$ cat src/hw/rtl/kps_pkg.sv
// shared constants, codes and controller/datapath signal groups
// for the keyframe playback sequencer; no dependencies
package kps_pkg;

  localparam int unsigned KF_DEPTH = 32;
  localparam int unsigned KF_AW    = (KF_DEPTH > 1) ? $clog2(KF_DEPTH) : 1;
  localparam int unsigned KF_CW    = $clog2(KF_DEPTH + 1);

  localparam logic [2:0] OP_TICK   = 3'd0;
  localparam logic [2:0] OP_APPEND = 3'd1;
  localparam logic [2:0] OP_DELETE = 3'd2;
  localparam logic [2:0] OP_CLEAR  = 3'd3;
  localparam logic [2:0] OP_PLAY   = 3'd4;
  localparam logic [2:0] OP_STOP   = 3'd5;

  localparam logic [2:0] PH_IDLE   = 3'd0;
  localparam logic [2:0] PH_MOVING = 3'd1;
  localparam logic [2:0] PH_GRAB   = 3'd2;
  localparam logic [2:0] PH_DROP   = 3'd3;
  localparam logic [2:0] PH_WAIT   = 3'd4;
  localparam logic [2:0] PH_DONE   = 3'd5;

  localparam logic [1:0] ST_OK      = 2'd0;
  localparam logic [1:0] ST_FULL    = 2'd1;
  localparam logic [1:0] ST_INVALID = 2'd2;
  localparam logic [1:0] ST_EMPTY   = 2'd3;

  localparam logic [1:0] KT_GRAB = 2'd1;
  localparam logic [1:0] KT_DROP = 2'd2;

  localparam logic [1:0] CLAW_NONE = 2'd0;
  localparam logic [1:0] CLAW_SET  = 2'd1;
  localparam logic [1:0] CLAW_OPEN = 2'd2;

  localparam logic REG_SETTLE = 1'b0;
  localparam logic REG_CLAW   = 1'b1;

  typedef struct packed {
    logic accept;
    logic eval;
    logic move;
  } kps_cmd_t;

  typedef struct packed {
    logic need_move;
  } kps_sts_t;

endpackage

$ cat src/hw/rtl/kps_ctrl.sv
// sequencing state machine: accept, evaluate, optional second table read
// depends on kps_pkg
module kps_ctrl (
  input  logic              clk,
  input  logic              rst_n,
  input  logic              start,
  input  kps_pkg::kps_sts_t sts,
  output kps_pkg::kps_cmd_t cmd,
  output logic              busy
);

  localparam logic [1:0] S_IDLE = 2'd0;
  localparam logic [1:0] S_EVAL = 2'd1;
  localparam logic [1:0] S_MOVE = 2'd2;

  logic [1:0] state_r;
  logic [1:0] state_nxt;

  always_comb begin
    state_nxt = state_r;
    unique case (state_r)
      S_IDLE: begin
        if (start) state_nxt = S_EVAL;
      end
      S_EVAL: begin
        state_nxt = sts.need_move ? S_MOVE : S_IDLE;
      end
      S_MOVE: begin
        state_nxt = S_IDLE;
      end
      default: begin
        state_nxt = S_IDLE;
      end
    endcase
  end

  always_ff @(posedge clk) begin
    if (!rst_n) begin
      state_r <= S_IDLE;
    end else begin
      state_r <= state_nxt;
    end
  end

  assign busy       = (state_r != S_IDLE);
  assign cmd.accept = start && (state_r == S_IDLE);
  assign cmd.eval   = (state_r == S_EVAL);
  assign cmd.move   = (state_r == S_MOVE);

endmodule

$ cat src/hw/rtl/kps_datapath.sv
// keyframe tables, player registers, item evaluation and result registers
// depends on kps_pkg
module kps_datapath (
  input  logic                     clk,
  input  logic                     rst_n,
  input  kps_pkg::kps_cmd_t        cmd,
  output kps_pkg::kps_sts_t        sts,
  input  logic [15:0]              settle_ms,
  input  logic [15:0]              claw_wait_ms,
  input  logic [2:0]               in_opcode,
  input  logic [31:0]              in_now_ms,
  input  logic                     in_at_target,
  input  logic                     in_estop,
  input  logic [2:0]               in_kf_type,
  input  logic signed [15:0]       in_pos_x,
  input  logic signed [15:0]       in_pos_y,
  input  logic signed [15:0]       in_pos_z,
  input  logic signed [15:0]       in_tilt,
  input  logic [1:0]               in_tool_sel,
  input  logic signed [12:0]       in_grip_ticks,
  input  logic [15:0]              in_hold_ms,
  output logic                     out_valid,
  output logic [1:0]               out_status,
  output logic                     out_is_playing,
  output logic [kps_pkg::KF_CW-1:0] out_frame_count,
  output logic                     out_stop_motion,
  output logic                     out_move_valid,
  output logic [1:0]               out_tool,
  output logic signed [15:0]       out_x,
  output logic signed [15:0]       out_y,
  output logic signed [15:0]       out_z,
  output logic signed [15:0]       out_tilt,
  output logic [1:0]               out_claw_action,
  output logic [11:0]              out_claw_value
);

  localparam int unsigned AW = kps_pkg::KF_AW;
  localparam int unsigned CW = kps_pkg::KF_CW;

  // latched item
  logic [2:0]  op_r;
  logic [31:0] now_r;
  logic        at_tgt_r;
  logic        estop_r;
  logic [2:0]  type_r;
  logic [63:0] pose_in_r;
  logic [1:0]  tool_r;
  logic [12:0] grip_r;
  logic [15:0] hold_r;

  // keyframe tables
  logic [63:0] pose_mem [kps_pkg::KF_DEPTH];
  logic [32:0] act_mem  [kps_pkg::KF_DEPTH];
  logic [63:0] rd_pose_r;
  logic [32:0] rd_act_r;
  logic [AW-1:0] rd_addr;

  // player state
  logic [CW-1:0] count_r, count_nxt;
  logic          playing_r, playing_nxt;
  logic [CW-1:0] idx_r, idx_nxt;
  logic [2:0]    phase_r, phase_nxt;
  logic [31:0]   start_r, start_nxt;

  // evaluation results
  logic        wr_en;
  logic        need_move;
  logic [1:0]  res_status;
  logic        res_stop;
  logic        res_move;
  logic [1:0]  res_claw;
  logic [11:0] res_claw_val;

  logic [31:0]   elapsed;
  logic [1:0]    a_type;
  logic [12:0]   a_grip;
  logic [15:0]   a_hold;
  logic [15:0]   wait_ms;
  logic [CW-1:0] idx_inc;

  assign elapsed = now_r - start_r;
  assign a_type  = rd_act_r[1:0];
  assign a_grip  = rd_act_r[16:4];
  assign a_hold  = rd_act_r[32:17];
  assign wait_ms = (claw_wait_ms > a_hold) ? claw_wait_ms : a_hold;
  assign idx_inc = idx_r + CW'(1);

  always_comb begin
    count_nxt    = count_r;
    playing_nxt  = playing_r;
    idx_nxt      = idx_r;
    phase_nxt    = phase_r;
    start_nxt    = start_r;
    wr_en        = 1'b0;
    need_move    = 1'b0;
    res_status   = kps_pkg::ST_OK;
    res_stop     = 1'b0;
    res_move     = 1'b0;
    res_claw     = kps_pkg::CLAW_NONE;
    res_claw_val = '0;
    unique case (op_r)
      kps_pkg::OP_TICK: begin
        if (playing_r) begin
          if (estop_r || (idx_r >= count_r)) begin
            playing_nxt = 1'b0;
            idx_nxt     = '0;
            phase_nxt   = kps_pkg::PH_IDLE;
          end else begin
            case (phase_r)
              kps_pkg::PH_MOVING: begin
                if (at_tgt_r || (elapsed > {16'd0, settle_ms})) begin
                  if (a_type == kps_pkg::KT_GRAB) begin
                    phase_nxt = kps_pkg::PH_GRAB;
                  end else if (a_type == kps_pkg::KT_DROP) begin
                    phase_nxt = kps_pkg::PH_DROP;
                  end else begin
                    phase_nxt = kps_pkg::PH_WAIT;
                    start_nxt = now_r;
                  end
                end
              end
              kps_pkg::PH_GRAB: begin
                if (!a_grip[12]) begin
                  res_claw     = kps_pkg::CLAW_SET;
                  res_claw_val = a_grip[11:0];
                end
                phase_nxt = kps_pkg::PH_WAIT;
                start_nxt = now_r;
              end
              kps_pkg::PH_DROP: begin
                res_claw  = kps_pkg::CLAW_OPEN;
                phase_nxt = kps_pkg::PH_WAIT;
                start_nxt = now_r;
              end
              kps_pkg::PH_WAIT: begin
                if (elapsed >= {16'd0, wait_ms}) begin
                  idx_nxt = idx_inc;
                  if (idx_inc >= count_r) begin
                    phase_nxt = kps_pkg::PH_DONE;
                  end else begin
                    phase_nxt = kps_pkg::PH_MOVING;
                    start_nxt = now_r;
                    need_move = 1'b1;
                  end
                end
              end
              default: begin
                playing_nxt = 1'b0;
                idx_nxt     = '0;
                phase_nxt   = kps_pkg::PH_IDLE;
              end
            endcase
          end
        end
      end
      kps_pkg::OP_APPEND: begin
        if (type_r[2]) begin
          res_status = kps_pkg::ST_INVALID;
        end else if (count_r >= CW'(kps_pkg::KF_DEPTH)) begin
          res_status = kps_pkg::ST_FULL;
        end else begin
          wr_en     = 1'b1;
          count_nxt = count_r + CW'(1);
        end
      end
      kps_pkg::OP_DELETE: begin
        if (count_r == '0) begin
          res_status = kps_pkg::ST_EMPTY;
        end else begin
          count_nxt = count_r - CW'(1);
        end
      end
      kps_pkg::OP_CLEAR: begin
        playing_nxt = 1'b0;
        idx_nxt     = '0;
        phase_nxt   = kps_pkg::PH_IDLE;
        count_nxt   = '0;
      end
      kps_pkg::OP_PLAY: begin
        if (count_r == '0) begin
          res_status = kps_pkg::ST_EMPTY;
        end else begin
          res_stop    = 1'b1;
          res_move    = 1'b1;
          playing_nxt = 1'b1;
          idx_nxt     = '0;
          phase_nxt   = kps_pkg::PH_MOVING;
          start_nxt   = now_r;
        end
      end
      kps_pkg::OP_STOP: begin
        playing_nxt = 1'b0;
        idx_nxt     = '0;
        phase_nxt   = kps_pkg::PH_IDLE;
      end
      default: begin
      end
    endcase
  end

  assign sts.need_move = need_move;

  // read the current entry on accept (entry 0 for a play), the next one while evaluating
  always_comb begin
    if (cmd.eval) begin
      rd_addr = idx_inc[AW-1:0];
    end else if (in_opcode == kps_pkg::OP_PLAY) begin
      rd_addr = '0;
    end else begin
      rd_addr = idx_r[AW-1:0];
    end
  end

  always_ff @(posedge clk) begin
    if (cmd.accept || cmd.eval) begin
      rd_pose_r <= pose_mem[rd_addr];
      rd_act_r  <= act_mem[rd_addr];
    end
    if (cmd.eval && wr_en) begin
      pose_mem[count_r[AW-1:0]] <= pose_in_r;
      act_mem[count_r[AW-1:0]]  <= {hold_r, grip_r, tool_r, type_r[1:0]};
    end
  end

  always_ff @(posedge clk) begin
    if (cmd.accept) begin
      op_r      <= in_opcode;
      now_r     <= in_now_ms;
      at_tgt_r  <= in_at_target;
      estop_r   <= in_estop;
      type_r    <= in_kf_type;
      pose_in_r <= {in_tilt, in_pos_z, in_pos_y, in_pos_x};
      tool_r    <= in_tool_sel;
      grip_r    <= in_grip_ticks;
      hold_r    <= in_hold_ms;
    end
  end

  always_ff @(posedge clk) begin
    if (!rst_n) begin
      count_r   <= '0;
      playing_r <= 1'b0;
      idx_r     <= '0;
      phase_r   <= kps_pkg::PH_IDLE;
      start_r   <= '0;
    end else if (cmd.eval) begin
      count_r   <= count_nxt;
      playing_r <= playing_nxt;
      idx_r     <= idx_nxt;
      phase_r   <= phase_nxt;
      start_r   <= start_nxt;
    end
  end

  // result registers
  always_ff @(posedge clk) begin
    if (!rst_n) begin
      out_valid <= 1'b0;
    end else begin
      out_valid <= (cmd.eval && !need_move) || cmd.move;
    end
  end

  always_ff @(posedge clk) begin
    if (cmd.eval) begin
      out_status      <= res_status;
      out_is_playing  <= playing_nxt;
      out_frame_count <= count_nxt;
      out_stop_motion <= res_stop;
      out_move_valid  <= res_move;
      out_tool        <= res_move ? rd_act_r[3:2] : 2'd0;
      out_x           <= res_move ? rd_pose_r[15:0]  : 16'sd0;
      out_y           <= res_move ? rd_pose_r[31:16] : 16'sd0;
      out_z           <= res_move ? rd_pose_r[47:32] : 16'sd0;
      out_tilt        <= res_move ? rd_pose_r[63:48] : 16'sd0;
      out_claw_action <= res_claw;
      out_claw_value  <= res_claw_val;
    end else if (cmd.move) begin
      out_move_valid <= 1'b1;
      out_tool       <= rd_act_r[3:2];
      out_x          <= rd_pose_r[15:0];
      out_y          <= rd_pose_r[31:16];
      out_z          <= rd_pose_r[47:32];
      out_tilt       <= rd_pose_r[63:48];
    end
  end

endmodule

$ cat src/hw/rtl/keyframe_playback_sequencer.sv
// top level of the keyframe playback sequencer: register port, controller
// and datapath; depends on kps_pkg, kps_ctrl and kps_datapath
//
// An item is taken when start is high and busy is low. Every item gives
// exactly one result, shown for a single cycle with out_valid high; the
// receiver cannot stall it. The result is registered in the evaluate state
// or, for a tick that moves on to the next keyframe, in the move state,
// as the keyframe table is read once per cycle through one registered
// read port and the new pose needs a second read. busy stays high until
// the result is shown, so a new item may be started in the cycle its
// predecessor's result is shown, and not before. The two timing registers
// are written through the APB port and should change only when idle.
module keyframe_playback_sequencer (
  input  logic                      clk,
  input  logic                      rst_n,
  input  logic                      psel,
  input  logic                      penable,
  input  logic                      pwrite,
  input  logic [2:0]                paddr,
  input  logic [31:0]               pwdata,
  output logic [31:0]               prdata,
  output logic                      pready,
  input  logic                      start,
  output logic                      busy,
  input  logic [2:0]                in_opcode,
  input  logic [31:0]               in_now_ms,
  input  logic                      in_at_target,
  input  logic                      in_estop,
  input  logic [2:0]                in_kf_type,
  input  logic signed [15:0]        in_pos_x,
  input  logic signed [15:0]        in_pos_y,
  input  logic signed [15:0]        in_pos_z,
  input  logic signed [15:0]        in_tilt,
  input  logic [1:0]                in_tool_sel,
  input  logic signed [12:0]        in_grip_ticks,
  input  logic [15:0]               in_hold_ms,
  output logic                      out_valid,
  output logic [1:0]                out_status,
  output logic                      out_is_playing,
  output logic [kps_pkg::KF_CW-1:0] out_frame_count,
  output logic                      out_stop_motion,
  output logic                      out_move_valid,
  output logic [1:0]                out_tool,
  output logic signed [15:0]        out_x,
  output logic signed [15:0]        out_y,
  output logic signed [15:0]        out_z,
  output logic signed [15:0]        out_tilt,
  output logic [1:0]                out_claw_action,
  output logic [11:0]               out_claw_value
);

  logic [15:0]       cfg_settle_r;
  logic [15:0]       cfg_claw_wait_r;
  logic              cfg_wr;
  kps_pkg::kps_cmd_t cmd;
  kps_pkg::kps_sts_t sts;

  assign pready = 1'b1;
  assign cfg_wr = psel && penable && pwrite && pready;

  always_ff @(posedge clk) begin
    if (!rst_n) begin
      cfg_settle_r    <= 16'd3000;
      cfg_claw_wait_r <= 16'd300;
    end else if (cfg_wr) begin
      if (paddr[2] == kps_pkg::REG_CLAW) begin
        cfg_claw_wait_r <= pwdata[15:0];
      end else begin
        cfg_settle_r <= pwdata[15:0];
      end
    end
  end

  assign prdata = (paddr[2] == kps_pkg::REG_SETTLE) ? {16'd0, cfg_settle_r}
                                                    : {16'd0, cfg_claw_wait_r};

  kps_ctrl u_ctrl (
    .clk   (clk),
    .rst_n (rst_n),
    .start (start),
    .sts   (sts),
    .cmd   (cmd),
    .busy  (busy)
  );

  kps_datapath u_dp (
    .clk             (clk),
    .rst_n           (rst_n),
    .cmd             (cmd),
    .sts             (sts),
    .settle_ms       (cfg_settle_r),
    .claw_wait_ms    (cfg_claw_wait_r),
    .in_opcode       (in_opcode),
    .in_now_ms       (in_now_ms),
    .in_at_target    (in_at_target),
    .in_estop        (in_estop),
    .in_kf_type      (in_kf_type),
    .in_pos_x        (in_pos_x),
    .in_pos_y        (in_pos_y),
    .in_pos_z        (in_pos_z),
    .in_tilt         (in_tilt),
    .in_tool_sel     (in_tool_sel),
    .in_grip_ticks   (in_grip_ticks),
    .in_hold_ms      (in_hold_ms),
    .out_valid       (out_valid),
    .out_status      (out_status),
    .out_is_playing  (out_is_playing),
    .out_frame_count (out_frame_count),
    .out_stop_motion (out_stop_motion),
    .out_move_valid  (out_move_valid),
    .out_tool        (out_tool),
    .out_x           (out_x),
    .out_y           (out_y),
    .out_z           (out_z),
    .out_tilt        (out_tilt),
    .out_claw_action (out_claw_action),
    .out_claw_value  (out_claw_value)
  );

`ifndef SYNTHESIS
  a_busy_after_start: assert property (@(posedge clk) disable iff (!rst_n)
    (start && !busy) |=> busy)
    else $error("busy not raised after item transfer");

  a_result_follows_work: assert property (@(posedge clk) disable iff (!rst_n)
    out_valid |-> $past(busy))
    else $error("result strobe without an item in progress");

  a_count_in_range: assert property (@(posedge clk) disable iff (!rst_n)
    out_valid |-> (out_frame_count <= kps_pkg::KF_CW'(kps_pkg::KF_DEPTH)))
    else $error("frame count beyond table depth");

  a_move_without_claw: assert property (@(posedge clk) disable iff (!rst_n)
    (out_valid && out_move_valid) |-> (out_claw_action == kps_pkg::CLAW_NONE))
    else $error("pose command and claw action in one result");
`endif

endmodule
$ cat config.mk
export PLATFORM = sky130hd
export DESIGN_NAME = keyframe_playback_sequencer
export DESIGN_NICKNAME = d
export VERILOG_FILES = /design/src/hw/rtl/kps_pkg.sv /design/src/hw/rtl/kps_ctrl.sv /design/src/hw/rtl/kps_datapath.sv /design/src/hw/rtl/keyframe_playback_sequencer.sv
export SDC_FILE = /design/constraint.sdc
export NUM_CORES = 2
export LEC_CHECK = 0
export ABC_AREA = 1
export BUFFER_PORTS_ARGS = -buffer_cell sky130_fd_sc_hd__buf_2
export CORE_MARGIN = 10
export CORE_UTILIZATION = 30
export DETAILED_ROUTE_END_ITERATION = 7
export GPL_ROUTABILITY_DRIVEN = 0
export PLACE_DENSITY_LB_ADDON = 0.1
export RECOVER_POWER = 25
export SETUP_SLACK_MARGIN = 0.15
export SLEW_MARGIN = 0
export SYNTH_ARGS = -nofsm -noshare
export SYNTH_HDL_FRONTEND = slang
export SYNTH_SLANG_ARGS = --single-unit
$ cat constraint.sdc
create_clock -name clk -period 10.67 [get_ports clk]
set_clock_uncertainty 0.2 [all_clocks]
set_input_delay 1.6005 -clock clk [delete_from_list [all_inputs] [get_ports clk]]
set_output_delay 1.6005 -clock clk [all_outputs]
set_load 0.02 [all_outputs]
**After elaboration in Yosys (flattened, before gate mapping)**

Memory sizes are Yosys's and may differ from the RTL's. A register that Yosys moved wholly into a read port is not among the register bits.
Index checks and enable logic that the tools add are counted.
Widths: inputs -> output; s select.

- Add/sub/neg operators: 4
- Div/mod/pow operators: 0
- Equal/unequal tests: 27
- Multiply operators: 0
- Shift-type cells: 0
- Multiplexer cells: 78
- $lt $le $gt $ge: 6
- Reduce and logical (&&, ||, !) cells: 29
- Bitwise gates (word level): 4

Operators with widths:

| kind | count |
|---|---|
| $mux 32 | 8 |
| $mux 16 | 14 |
| $pmux 32 s3 | 1 |
| $pmux 32 s2 | 1 |
| $mux 6 | 7 |
| $pmux 6 s3 | 2 |
| $ge 32x16->1 | 1 |
| $gt 32x16->1 | 1 |
| $sub 32x32->32 | 1 |
| $mux 3 | 8 |
| $mux 1 | 21 |
| $pmux 3 s3 | 2 |
| $gt 16x16->1 | 1 |
| $mux 2 | 7 |
| $add 6x1->6 const B | 2 |
| $eq 3x2->1 const B | 4 |
| $eq 3x3->1 const B | 4 |
| $ge 6x6->1 | 2 |
| $pmux 2 s2 | 3 |
| $pmux 6 s2 | 1 |
| $reduce_and 6->1 | 2 |
| $reduce_and 11->1 | 1 |
| $mux 5 | 2 |
| $ne 3x2->1 const B | 3 |
| 25 further kinds | 49 |

- Flip-flop bits (word level): 309
- Memories kept: 2
- ROM bits: 0
- Input bits: 176
- Bits in latches: 0
- Memory bits (writable): 3104

Memories:

| memory | words | bits a word | rd ports | clocked after memory_dff | wr ports | RTL line | RTL |
|---|---|---|---|---|---|---|---|
| u_dp.pose_mem | 32 | 64 | 1 | 1 | 1 | kps_datapath.sv:52 | `logic [63:0] pose_mem [kps_pkg::KF_DEPTH];` |
| u_dp.act_mem | 32 | 33 | 1 | 1 | 1 | kps_datapath.sv:53 | `logic [32:0] act_mem [kps_pkg::KF_DEPTH];` |

**Depth between registers and ports, before layout**

- Word-level depth: 11
- Depth in mapped cells: 27
- Depth with buffers taken out: 26

**Cells and area by module**

A second synthesis with hierarchy kept.

- Cell total of the unflattened synthesis: 10758
- Area total of the unflattened synthesis: 139103.4 um2

By module, submodules not included:

| module | cells each | seq. area each (um2) | times used | area each (um2) |
|---|---|---|---|---|
| kps_datapath | 10494 | 103889.6 | 1 | 137405.5 |
| keyframe_playback_sequencer | 250 | 640.6 | 1 | 1599.0 |
| kps_ctrl | 14 | 40.0 | 1 | 98.8 |

**Worst setup path after synthesis**

OpenSTA, ideal clock, no wires.

- Path type: register to register
- From: reg u_ctrl.state_r[1]
- To: mem u_dp.act_mem[16][0] (enable)
- Required time: 9.799 ns
- Path slack: 1.421 ns
- Setup time: 0.671 ns
- Data arrival time: 8.377 ns
- Period minus slack after synthesis: 9.249 ns
- Stages on the path, launching flop included: 8
- Path buffers: 3
- Cell sequence: dfxtp_1 > inv_1 > ha_1 > inv_2 > buf_2 > buf_1 > clkbuf_1 > nor3_1

- Longest elaborated chain between the ends: 4

Ends and longest elaborated chain:

| item | RTL line | RTL |
|---|---|---|
| from (decl) | kps_ctrl.sv:16 | `logic [1:0] state_r;` |
| from (signal assigned) | kps_ctrl.sv:41 | `state_r <= state_nxt;` |
| $eq 2x1->1 | kps_ctrl.sv:47 | `assign cmd.eval = (state_r == S_EVAL);` |
| $logic_and 1x1->1 | kps_datapath.sv:219 | `if (cmd.eval && wr_en) begin` |
| $mux 1 | kps_datapath.sv:219 |  |
| $mux 1 (implied by the code) | kps_datapath.sv:221 | `act_mem[count_r[AW-1:0]] <= {hold_r, grip_r, tool_r, type_r[1:0]};` |
| to (decl) | kps_datapath.sv:53 |  |

Every way passes these cells.

**Final worst setup path**

- From: reg u_ctrl.state_r[1]
- To: reg u_dp.rd_pose_r[33] (read register of u_dp.pose_mem) (data pin)

- Longest elaborated chain between the ends: 3

Ends and longest elaborated chain:

| item | RTL line | RTL |
|---|---|---|
| $logic_not 2->1 | kps_ctrl.sv:46 | `assign cmd.accept = start && (state_r == S_IDLE);` |
| $logic_and 1x1->1 | kps_ctrl.sv:46 |  |
| $logic_or 1x1->1 | kps_datapath.sv:215 | `if (cmd.accept \|\| cmd.eval) begin` |
| to (decl) | kps_datapath.sv:54 | `logic [63:0] rd_pose_r;` |

Parallel ways exist; a longest one is shown, timed or not.
A chain may end at the register's enable or synchronous reset.

==> flow_metrics.tcl <==
set metrics [dict create \
    ys_seq_area_share_pct 75.01 \
    min_path_type "reg -> reg" \
    setup_tns_ns 0 \
    avgSynthCellArea_um2 12.85 \
    fin_nets 11270 \
    viasPerCell 5.161 \
    hold_viol 0 \
    syn_area_um2 139400 \
    switching_share_pct 25.27 \
    clockBufferDepth 4 \
    ys_ff_latch 3510 \
    overflow 0 \
    root_buffer "clkbuf_16" \
    antenna_found_initial 39 \
    ios 302 \
    drc 0 \
    rr_startpoint "u_ctrl.state_r[1]" \
    finalSetupViolations 0 \
    grt_pass1_vias 88250 \
    grt_usage_pct 18.78 \
    synth_ff_type "edfxtp_1" \
    dp_hpwl_mm 231.2 \
    crit_arrival_ns 7.01 \
    min_path_cells 2 \
    critPathLaunchType "flop" \
    synth_warnings 0 \
    coreArea_um2 463300 \
    final_area_um2 160600 \
    htree_num_levels 5 \
    synth_cells 10850 \
    slowest_delay_ns 0.81 \
    worst_pin_slew_ns 1.294 \
    initial_core_util_pct 30.09 \
    ant_nets 0 \
    crit_type "reg -> reg" \
    clk-insertion-delay-late_ns 1.00 \
    num_vias 90300 \
    grt_max_degree 199 \
    drt_wl_total_mm 481.2 \
    rrSetupSlack_ns 4.15 \
    cts_inserted_buffers 407 \
    drv_cap 0 \
    async_flop_share_pct 0 \
    crit_top_cell "buf_4" \
    num_rows 250 \
    die-area_um2 492400 \
    cts_tree "yes" \
    slew_headroom_pct 13.74 \
    comb_power_share_pct 9.6 \
    p_int_mw 24.36 \
    p_sw_mw 8.236 \
    drt-initial-drc-count 8426 \
    die_height_um 701.7 \
    synth_edf_count 3427 \
    ctsResizeCount 0 \
    cp-end-kind "flop" \
    worstPathMaxFanout 57 \
    cp_slowest_cell "o21ai_4" \
    rsz0062_at_grt "no" \
    final_layout_size_suffix_gt1_share_pct 9.307 \
    n_fill_cell 44880 \
    status "finished clean" \
    worstHoldStart "u_dp.start_r[18]" \
    leakage_nw 52.38 \
    pwr-share-clk_pct 42.3 \
    postCtsSetupBuffers 0 \
    maxSlewViolCount 0 \
    cts.sinks 3510 \
    worstPathRequired_ns 11.15 \
    grt_pass1_wl_mm 673.8 \
    port_buffers 266 \
    yosysUniqueCellTypes 49 \
    dpl_cell_area_um2 147700 \
    max_freq_ghz 0.1533 \
    clkTransAtPathRegs_ns 0.06 \
    fin_crit_sh_pct 61.12 \
    area_growth_pct 15.20 \
    vdd_drop_max_v 0.0001494 \
    reg2regPathDepth 14 \
    startpoint "u_ctrl.state_r[1]" \
    fin_crit_ns 6.522 \
    drt-wirelength-per-cell_um 27.50 \
    p_per_area_nw_per_um2 202.9 \
    crit_chain "inv_1 > ha_2 > buf_4 > inv_2 > o21ai_4 > buf_4 > buf_4 > buf_4 > o21ai_0 > o22ai_1 > o21ai_0 > o22ai_1 > nor2_1 > a31oi_1" \
    die_w_um 701.7 \
    cts-hold-fix-buffers 0 \
    seq_power_share_pct 48.1 \
    drtPass1Iterations 6 \
]
cell families after synthesis:
group | synth area share [%]
adders and majority gates | 0.9208
buffers and inverters | 3.176
DFF | 75.01
AOI/OAI and AO/OA | 12.30
other | 0.005387
xor gates and xnor gates | 0.1194
and+or+nand+nor | 8.467
synthesized netlist by cell type (all sizes together) (7+ instances only):
library cell | instances | area share (%)
edfxtp | 3427 | 74
o22ai | 869 | 3.9
nor3 | 18 | 0.068
clkbuf | 558 | 1.5
nand2 | 652 | 1.8
o211ai | 44 | 0.24
a31oi | 29 | 0.13
xor2 | 19 | 0.12
dfxtp | 83 | 1.2
buf | 166 | 0.66
nor2 | 2178 | 5.9
ha | 101 | 0.91
o21ai | 1975 | 7.1
o221ai | 73 | 0.46
nand3 | 108 | 0.50
nand4 | 26 | 0.12
inv | 372 | 1.0
and2 | 7 | 0.031
a21oi | 105 | 0.38
final cells by class:
cell class	instances	area [um^2]	area share, %
multi-input cells	6255	30800	19.18
repair buffers	442	3035	1.890
well taps	6174	7725	4.810
diodes	7	17.52	0.01091
flip-flops and latches	3510	104600	65.11
clock inverters	228	2277	1.418
inverters	376	1456	0.9069
clock buffers	503	10720	6.672
critical path: cells and delay by family (launching register included):
kind / cells / cell delay, ns
DFF: 1 / 0.32
AOI/OAI and AO/OA: 6 / 2.11
and+or+nand+nor: 1 / 0.06
buffers and inverters: 6 / 3.21
adders and majority gates: 1 / 0.18
stage by stage:
| step | util [%] | instances | hold slack [ns] | setup slack [ns] | power, mW |
|---|---|---|---|---|---|
| 2_1_floorplan | - | 10870 | 0.2500 | 1.421 | 17.82 |
| 3_3_place_gp | 31.87 | 16760 | 0.2671 | 4.060 | 19.11 |
| 3_5_place_dp | 31.87 | 16760 | 0.2696 | 4.085 | 19.14 |
| 4_1_cts | 34.68 | 17490 | 0.2858 | 4.158 | 32.99 |
| 5_1_grt | 34.66 | 17490 | 0.2982 | 3.880 | 33.87 |
| 6_report | 34.67 | 17500 | 0.2821 | 4.148 | 32.59 |
layout by cell type, fill, tap and decap left out, types with 5 or more instances in the layout:
cell and instances:
nand4_1 26, a31oi_1 29, o211ai_1 44, nor2_2 12, buf_2 212, a21oi_1 105, inv_8 6, nand3_2 30
dfxtp_1 83, o221ai_1 73, clkinv_1 99, clkinvlp_4 9, buf_4 140, inv_6 11, diode_2 7, o21ai_4 5
a211oi_1 6, nor3_1 16, inv_2 6, buf_12 36, nor2_4 33, and2_1 7, o22ai_1 869, o21ai_1 21
conb_1 17, clkinv_2 59, xor2_1 19, ha_1 99, edfxtp_1 3427, clkbuf_16 415, inv_1 360, nand2_2 15
nand3_1 78, o21ai_0 1949, nor2_1 2133, clkbuf_1 142, bufinv_16 42, nand2_1 634
flip-flops by register name, summed over array words and instances (netlist names), 32 cells and up:
register        flops
u_dp.act_mem     1056
u_dp.now_r         32
u_dp.pose_in_r     64
u_dp.pose_mem    2048
u_dp.rd_act_r      33
u_dp.rd_pose_r     64
u_dp.start_r       32
final timing paths:
kind | end
setup / recovery | u_dp.rd_pose_r[33]
hold / removal | u_dp.start_r[18]
setup reg to reg | u_dp.rd_pose_r[33]
hold reg to reg | u_dp.start_r[18]
power by group through the flow:
stage               sequential, mW  combinational, mW  clock, mW
CTS                           15.7               3.18       14.1
detailed placement            16.0               3.17          0
global route                  15.7               3.49       14.7
finish                        15.7               3.13       13.8
global placement              16.0               3.15          0
floorplan                     15.9               1.97          0
layer usage:
layer  wire length [um]  up-vias  global-route usage [%]
li1                   -    40200                       -
met1             225200    46770                   27.36
met2             219200     2721                   30.03
met3              26400      594                   2.293
met4              10300        6                   4.142
met5                 41        -                       0
Note: power is estimated with default switching activity, not from simulation.
